**src/sv/pfa_pkg.sv**
```systemverilog
// ----------------------------------------------------------------------------
// pfa_pkg
// Shared types and constants of the page frame allocator.
// ----------------------------------------------------------------------------
`default_nettype none

package pfa_pkg;

  // fixed geometry
  localparam int unsigned PAGES_PER_REGION = 64;
  localparam logic [5:0] LAST_SLOT = 6'(PAGES_PER_REGION - 1);
  localparam logic [9:0] BIOS_REGIONS = 10'd8;
  localparam logic [15:0] END_LINK = 16'hffff;
  localparam logic [16:0] COUNT_MAX = 17'h1ffff;
  localparam logic [15:0] RESERVED_RESET = 16'd512;
  localparam logic [15:0] HEAD_RESET = 16'd512;
  localparam logic [15:0] BIOS_END_PAGE = 16'd511;

  // actions
  localparam logic [1:0] ACT_ALLOC_PAGE = 2'd0;
  localparam logic [1:0] ACT_FREE_PAGE = 2'd1;
  localparam logic [1:0] ACT_ALLOC_REGION = 2'd2;
  localparam logic [1:0] ACT_FREE_REGION = 2'd3;

  // status codes
  localparam logic [1:0] ST_OK = 2'd0;
  localparam logic [1:0] ST_NOMEM = 2'd1;
  localparam logic [1:0] ST_BAD = 2'd2;

  // register index
  localparam logic REG_RESERVED = 1'b0;

  typedef enum logic [3:0] {
    S_INIT,
    S_IDLE,
    S_PG_CHK,
    S_PA_UPD,
    S_PF_UPD,
    S_FR_CHK,
    S_FR_LOAD,
    S_FR_LOOP,
    S_SC_RD,
    S_SC_CHK,
    S_W1_CHK,
    S_W1_NXT,
    S_W2_CHK,
    S_W2_NXT,
    S_DONE
  } state_t;

  // page checks from the shared compare unit
  typedef struct packed {
    logic below_res;
    logic in_pages;
    logic same_region;
    logic has_map;
  } chk_t;

endpackage

`default_nettype wire

```
**src/sv/pfa_unit.sv**
```systemverilog
// ----------------------------------------------------------------------------
// pfa_unit
// Shared page compare unit: range, reservation, region match and bit mask.
// ----------------------------------------------------------------------------
`default_nettype none

module pfa_unit #(
  parameter int PAGE_COUNT = 65518,
  parameter int REGION_COUNT = 1024
) (
  input  wire logic [15:0] page,
  input  wire logic [9:0]  region,
  input  wire logic [15:0] reserved,
  output pfa_pkg::chk_t    chk,
  output logic [63:0]      mask
);

  localparam logic [16:0] PC17 = 17'(PAGE_COUNT);
  localparam logic [10:0] RC11 = 11'(REGION_COUNT);

  // compares on the page number
  always_comb begin
    chk.below_res   = page < reserved;
    chk.in_pages    = {1'b0, page} < PC17;
    chk.same_region = page[15:6] == region;
    chk.has_map     = {1'b0, page[15:6]} < RC11;
    mask            = 64'd1 << page[5:0];
  end

endmodule

`default_nettype wire

```
**config.mk**
```make
export PLATFORM = sky130hd
export DESIGN_NAME = pfa_unit
export DESIGN_NICKNAME = d
export VERILOG_FILES = /design/src/sv/pfa_pkg.sv /design/src/sv/pfa_unit.sv
export SDC_FILE = /design/constraint.sdc
export NUM_CORES = 1
export LEC_CHECK = 0
export ABC_AREA = 0
export BUFFER_PORTS_ARGS = -buffer_cell sky130_fd_sc_hd__buf_4
export CAP_MARGIN = 20
export CORE_MARGIN = 1
export CORE_UTILIZATION = 35
export DETAILED_ROUTE_END_ITERATION = 12
export PLACE_DENSITY = 0.84
export SLEW_MARGIN = 20
export SYNTH_ARGS = -nofsm -noshare
export SYNTH_HDL_FRONTEND = slang
export SYNTH_SLANG_ARGS = --single-unit
export TNS_END_PERCENT = 30
```
**constraint.sdc**
```tcl
create_clock -name vclk -period 2.34
set_input_delay 0.468 -clock vclk [all_inputs]
set_output_delay 0.468 -clock vclk [all_outputs]
set_load 0.005 [all_outputs]
```
==> out/metrics.yaml, run 1 <==
outcome:
  run_status: "completed"
finish:
  antenna_cells: 0
  drive_gt1_share_pct: 42.2
  nets: 329
  seq_cells: 0
  fin_cells: 300
  synthToLayoutAreaGrowth_pct: 86.1
  nClkBuffers: 0
  seq_area_um2: 0
  fillers: 231
worst_hold_path:
  worstHoldEndpoint: "chk[2]"
  whs_path_depth: 3
  hold_path.startpoint: "page[13]"
  hold_class: "input port to primary output"
global_routing:
  first_global_vias: 1228
  grt_pass1_wl_mm: 5.26
  overflow: 0
  grt_use_total_pct: 23.7
  grt_max_degree: 17
  antenna_found_initial: 0
floorplan:
  dieArea_um2: 2930
  fp.dieW_um: 54.2
  core.rowCount: 18
  dieHeight_um: 54.2
  core_um2: 2520
  start_util_pct: 37.7
  io_pins: 110
run:
  cap_violations: 0
timing:
  final-setup-viol-count: 0
  fmax_mhz: 444
  period_minus_slack_ns: 2.25
  tightestPinTransition_ns: 0.626
  tns_ns: 0
  post-route-period-util_pct: 96.2
  rsz0062_at_grt: "false"
  hold_viol_final: 0
  drv_slew: 0
  slew_headroom_pct: 58.2
critical_path:
  cp-start-kind: "input port"
  critPathCaptureType: "primary output"
  crit_type: "input port to primary output"
  required_ns: 1.87
  worstPathMaxFanout: 2
  worst-endpoint-arrival_ns: 1.78
clocking:
  post-cts-setup-buffer-count: 0
  cts_hold_buf: 0
synth:
  synth_area_per_cell_um2: 5.57
  syn_inst: 171
  yosysWarnings: 0
  yosys-top-cells-area: "nor2_1 (26%), ha_1 (20%), xnor2_1 (7.4%)"
  synth.yosys.seq_area_share_pct: 0
  syn_nets: 228
  syn-cell-area_um2: 952
  yosysUniqueCellTypes: 30
  yosysTopAreaCellShare_pct: 26.4
  synth_largest_area_cell: "nor2_1"
placement:
  portBuffers: 109
  hpwl_mm: 3.02
  place.gp.congestion: 0.854
  dp.cells: 300
route:
  vias: 1467
  drc: 0
  postRouteAntennaNets: 0
  drtIter0Drc: 18
  wl_per_cell_um: 12.4
  vias_per_cell: 4.89
  first_pass_iters: 4
  totalWireLength_mm: 3.72
pwr:
  power_density_nw_per_um2: 123
  peakVddDrop_mv: 0.0966
  p_leak_nw: 0.980
[metrics by stage]
step	setup slack, ns	power (mW)	cell area, um2	hold WS [ns]	util (%)
6_report	0.0885	0.218	1770	1.23	70.2
5_1_grt	0.00112	0.244	1770	1.25	70.2
4_1_cts	0.0409	0.214	1760	1.23	69.6
3_5_place_dp	0.0404	0.214	1760	1.23	69.6
3_3_place_gp	0.103	0.209	1760	1.22	69.6
2_1_floorplan	0.332	0.110	952	0.997	-
[what timing repair did]
| item | in CTS | in global routing |
|---|---|---|
| endpoints found under the setup margin | 0 | 1 |
| hold endpoints to repair | 0 | 0 |
| gates resized for setup | 0 | 2 |
[worst max-delay path, stage by stage]
cell and delay (ns):
buf_4 0.11, inv_1 0.08, ha_4 0.21, a21o_1 0.16, a21o_1 0.18, a221o_1 0.35
a21oi_2 0.11, buf_4 0.12
[cell type report]
class / count / area [um2] / area share [%]
tap: 30 / 37.5 / 2.12
inverter: 17 / 63.8 / 3.60
timing repair buffer: 109 / 818 / 46.2
multi-input combinational: 144 / 852 / 48.1
[Yosys cell counts, drive strengths merged]
cell type  count
nor2          67
inv           17
ha            15
nand2         12
nand4          8
xnor2          8
buf            5
clkbuf         5
nand3          5
a21o           3
a21oi          3
nand2b         3
nor2b          3
nor3           2
o21ai          2
xor2           2
a2111oi        1
a221o          1
a31oi          1
and2b          1
and3           1
conb           1
nand4b         1
nor4           1
o21a           1
o311ai         1
or2            1
[layout by cell type (no fill, tap or decap), drive strengths merged]
| cell | count |
|---|---|
| a221o | 1 |
| nand4b | 1 |
| a31oi | 1 |
| nand2 | 12 |
| xnor2 | 8 |
| o21a | 1 |
| and2b | 1 |
| conb | 1 |
| nand4 | 8 |
| nand3 | 5 |
| nor3 | 2 |
| and3 | 1 |
| nand2b | 3 |
| a21o | 3 |
| a2111oi | 1 |
| nor2 | 67 |
| buf | 109 |
| nor4 | 1 |
| a21oi | 3 |
| nor2b | 3 |
| or2 | 1 |
| ha | 15 |
| inv | 17 |
| xor2 | 2 |
| o311ai | 1 |
| o21ai | 2 |
[how the worst max path moves through the flow]
stage	depth (start not counted)	end	slack, ns	startpoint
finish	8	chk[3]	0.09	reserved[13]
global route	8	chk[3]	0.001	reserved[13]
CTS	7	chk[3]	0.04	page[13]
detailed placement	7	chk[3]	0.04	page[13]
global placement	7	chk[3]	0.10	page[13]
floorplan	6	chk[3]	0.33	reserved[13]
[metal layers]
layer,part of all wire (%),routed length [um],track usage (%)
met5,0,0,0
met4,2.1,79,5.13
met3,4.8,178,1.41
met2,51,1910,41.9
met1,42,1550,31.0
[power breakdown]
part	total, mW	switching (mW)	internal [mW]
Clock	0	0	0
Sequential	0	0	0
Combinational	0.218	0.106	0.112
Total	0.218	0.106	0.112
[kinds of logic (layout without fill, tap and decap cells)]
| kind of cell | after synthesis | count (layout) | share of synthesized area [%] |
|---|---|---|---|
| simple gates | 105 | 105 | 48.5 |
| fa+ha+maj | 15 | 15 | 19.7 |
| buf+inv | 27 | 126 | 12.2 |
| compound gates | 13 | 13 | 9.99 |
| other cells | 1 | 1 | 0.394 |
| xor+xnor | 10 | 10 | 9.20 |
Power figures use the tool's default switching activity.
==> inputs of run 2 (changes only) <==
Clock period 2.34 ns to 2.9 ns, I/O delays scaled along.
==> run 2 against run 1 <==
Effect of this change: critical path depth shrank 1; power shrank 21%; largest power group unchanged; global-route usage fell by 0.17 points; worst hold slack improved by 0.21 ns; combinational power shrank 21%; cell area shrank 0.92%.
==> out/metrics.yaml, run 2 (same netlist as run 1, synthesis figures left out) <==
outcome:
  run_status: "completed"  # unchanged
timing:
  slew_headroom_pct: 58.3  # was 58.2%
  period_minus_slack_ns: 2.51
  fmax_mhz: 398
  post-route-period-util_pct: 86.6
  setup_ws_ns: 0.388  # was 0.0885 ns
  final-setup-viol-count: 0  # unchanged
  tns_ns: 0  # unchanged
  hold_viol_final: 0  # unchanged
  tightestPinTransition_ns: 0.625  # was 0.626 ns
  drv_slew: 0  # unchanged
  rsz0062_at_grt: "false"  # unchanged
finish:
  synthToLayoutAreaGrowth_pct: 84.4  # was 86.1%
  antenna_cells: 0  # unchanged
  seq_cells: 0  # unchanged
  nClkBuffers: 0  # unchanged
  layout_commonest_cell: "buf_4"  # unchanged
  drive_gt1_share_pct: 41.5  # was 42.2%
  seq_area_um2: 0  # unchanged
  final_cell_mix: "buf_4 (109), nor2_1 (67), inv_1 (17), ha_1 (15), nand2_1 (12)"  # was buf_4 (109), nor2_1 (67), inv_1 (17), ha_1 (14), nand2_1 (12)
  nets: 329  # unchanged
run:
  cap_violations: 0  # unchanged
critical_path:
  slowest_stage: "a221o_1"  # unchanged
  cp-start-kind: "input port"  # unchanged
  critPathCaptureType: "primary output"  # unchanged
  path_delay_family: "compound AO/OA/AOI/OAI gates"  # unchanged
  crit_type: "input port to primary output"  # unchanged
  worst-endpoint-arrival_ns: 1.93  # was 1.78 ns
  worstPathCellList: "buf_4, ha_1, a21o_1, a21o_1, a221o_1, a21oi_1, buf_4"  # was buf_4, inv_1, ha_4, a21o_1, a21o_1, a221o_1, a21oi_2, buf_4
  cpPeakStageDelay_ns: 0.33  # was 0.35 ns
  required_ns: 2.32  # was 1.87 ns
  crit_buf_inv: 2  # was 3
  worstPathMaxFanout: 3  # was 2
worst_hold_path:
  hold_path.startpoint: "page[13]"  # unchanged
  hold_class: "input port to primary output"  # unchanged
  worstHoldEndpoint: "chk[2]"  # unchanged
  whs_path_depth: 3  # unchanged
clocking:
  post-cts-setup-buffer-count: 0  # unchanged
  cts_hold_buf: 0  # unchanged
  ctsResizeCount: 0  # unchanged
route:
  wl_per_cell_um: 12.1  # was 12.4 um
  drtIter0Drc: 30  # was 18
  totalWireLength_mm: 3.62  # was 3.72 mm
  vias: 1439  # was 1467
  vias_per_cell: 4.80  # was 4.89
  postRouteAntennaNets: 0  # unchanged
  first_pass_iters: 4  # unchanged
  drc: 0  # unchanged
floorplan:
  dieHeight_um: 54.2  # unchanged
  dieArea_um2: 2930  # unchanged
  start_util_pct: 37.7  # unchanged
  io_pins: 110  # unchanged
  core_um2: 2520  # unchanged
  fp.dieW_um: 54.2  # unchanged
  core.rowCount: 18  # unchanged
pwr:
  pwr-share-clk_pct: 0  # about the same
  power_density_nw_per_um2: 98.2  # was 123 nW/um2
  p_switching_uw: 83.3  # was 106 uW
  p_leak_nw: 0.980  # about the same
  power_frac_seq_pct: 0  # about the same
  peakVddDrop_mv: 0.0685  # was 0.0966 mV
  internal_power_uw: 89.1  # was 112 uW
  comb_power_share_pct: 100.0  # about the same
  switching_share_pct: 48.3  # was 48.5%
global_routing:
  antenna_found_initial: 0  # unchanged
  grt_pass1_wl_mm: 5.24  # was 5.26 mm
  grt_max_degree: 17  # unchanged
  grt_use_total_pct: 23.6  # was 23.7%
  first_global_vias: 1185  # was 1228
  overflow: 0  # unchanged
placement:
  portBuffers: 109  # unchanged
  hpwl_mm: 3.01  # was 3.02 mm
  dp_slack_ns: 0.380  # was 0.0404 ns
  place.gp.congestion: 0.853  # was 0.854
-- run 2: power by group through the flow --
stage,sequential [mW],clock (mW),combinational [mW]
detailed placement,0,0,0.172
global placement,0,0,0.169
global route,0,0,0.194
finish,0,0,0.172
CTS,0,0,0.173
floorplan,0,0,0.0885
-- run 2: worst max path at each step --
| stage | slack [ns] | start | to | depth (start not counted) |
|---|---|---|---|---|
| 3_3_place_gp | 0.44 | page[13] | chk[3] | 7 |
| 4_1_cts | 0.38 | page[13] | chk[3] | 7 |
| 6_report | 0.39 | page[13] | chk[3] | 7 |
| 2_1_floorplan | 0.67 | reserved[13] | chk[3] | 6 |
| 3_5_place_dp | 0.38 | page[13] | chk[3] | 7 |
| 5_1_grt | 0.23 | page[13] | chk[3] | 7 |
-- run 2: layout make-up --
type	count	area [um2]
multi-input combinational	144	836
tap	30	37.5
inverter	17	63.8
fill	234	767
timing repair buffer	109	818
-- run 2: layer usage --
| metal | GRT usage (%) | routed length, um |
|---|---|---|
| met4 | 0 | 0 |
| met5 | 0 | 0 |
| met3 | 0.282 | 169 |
| met2 | 43.5 | 1860 |
| met1 | 31.9 | 1590 |
-- run 2: through the flow --
stage          util, %  power (mW)  hold slack [ns]  instance area (um2)  cells
6_report          69.6       0.172             1.44                 1760    300
4_1_cts           69.6       0.173             1.45                 1760    300
2_1_floorplan        -      0.0885             1.22                  952    171
5_1_grt           69.6       0.194             1.46                 1760    300
3_3_place_gp      69.6       0.169             1.44                 1760    300
3_5_place_dp      69.6       0.172             1.45                 1760    300
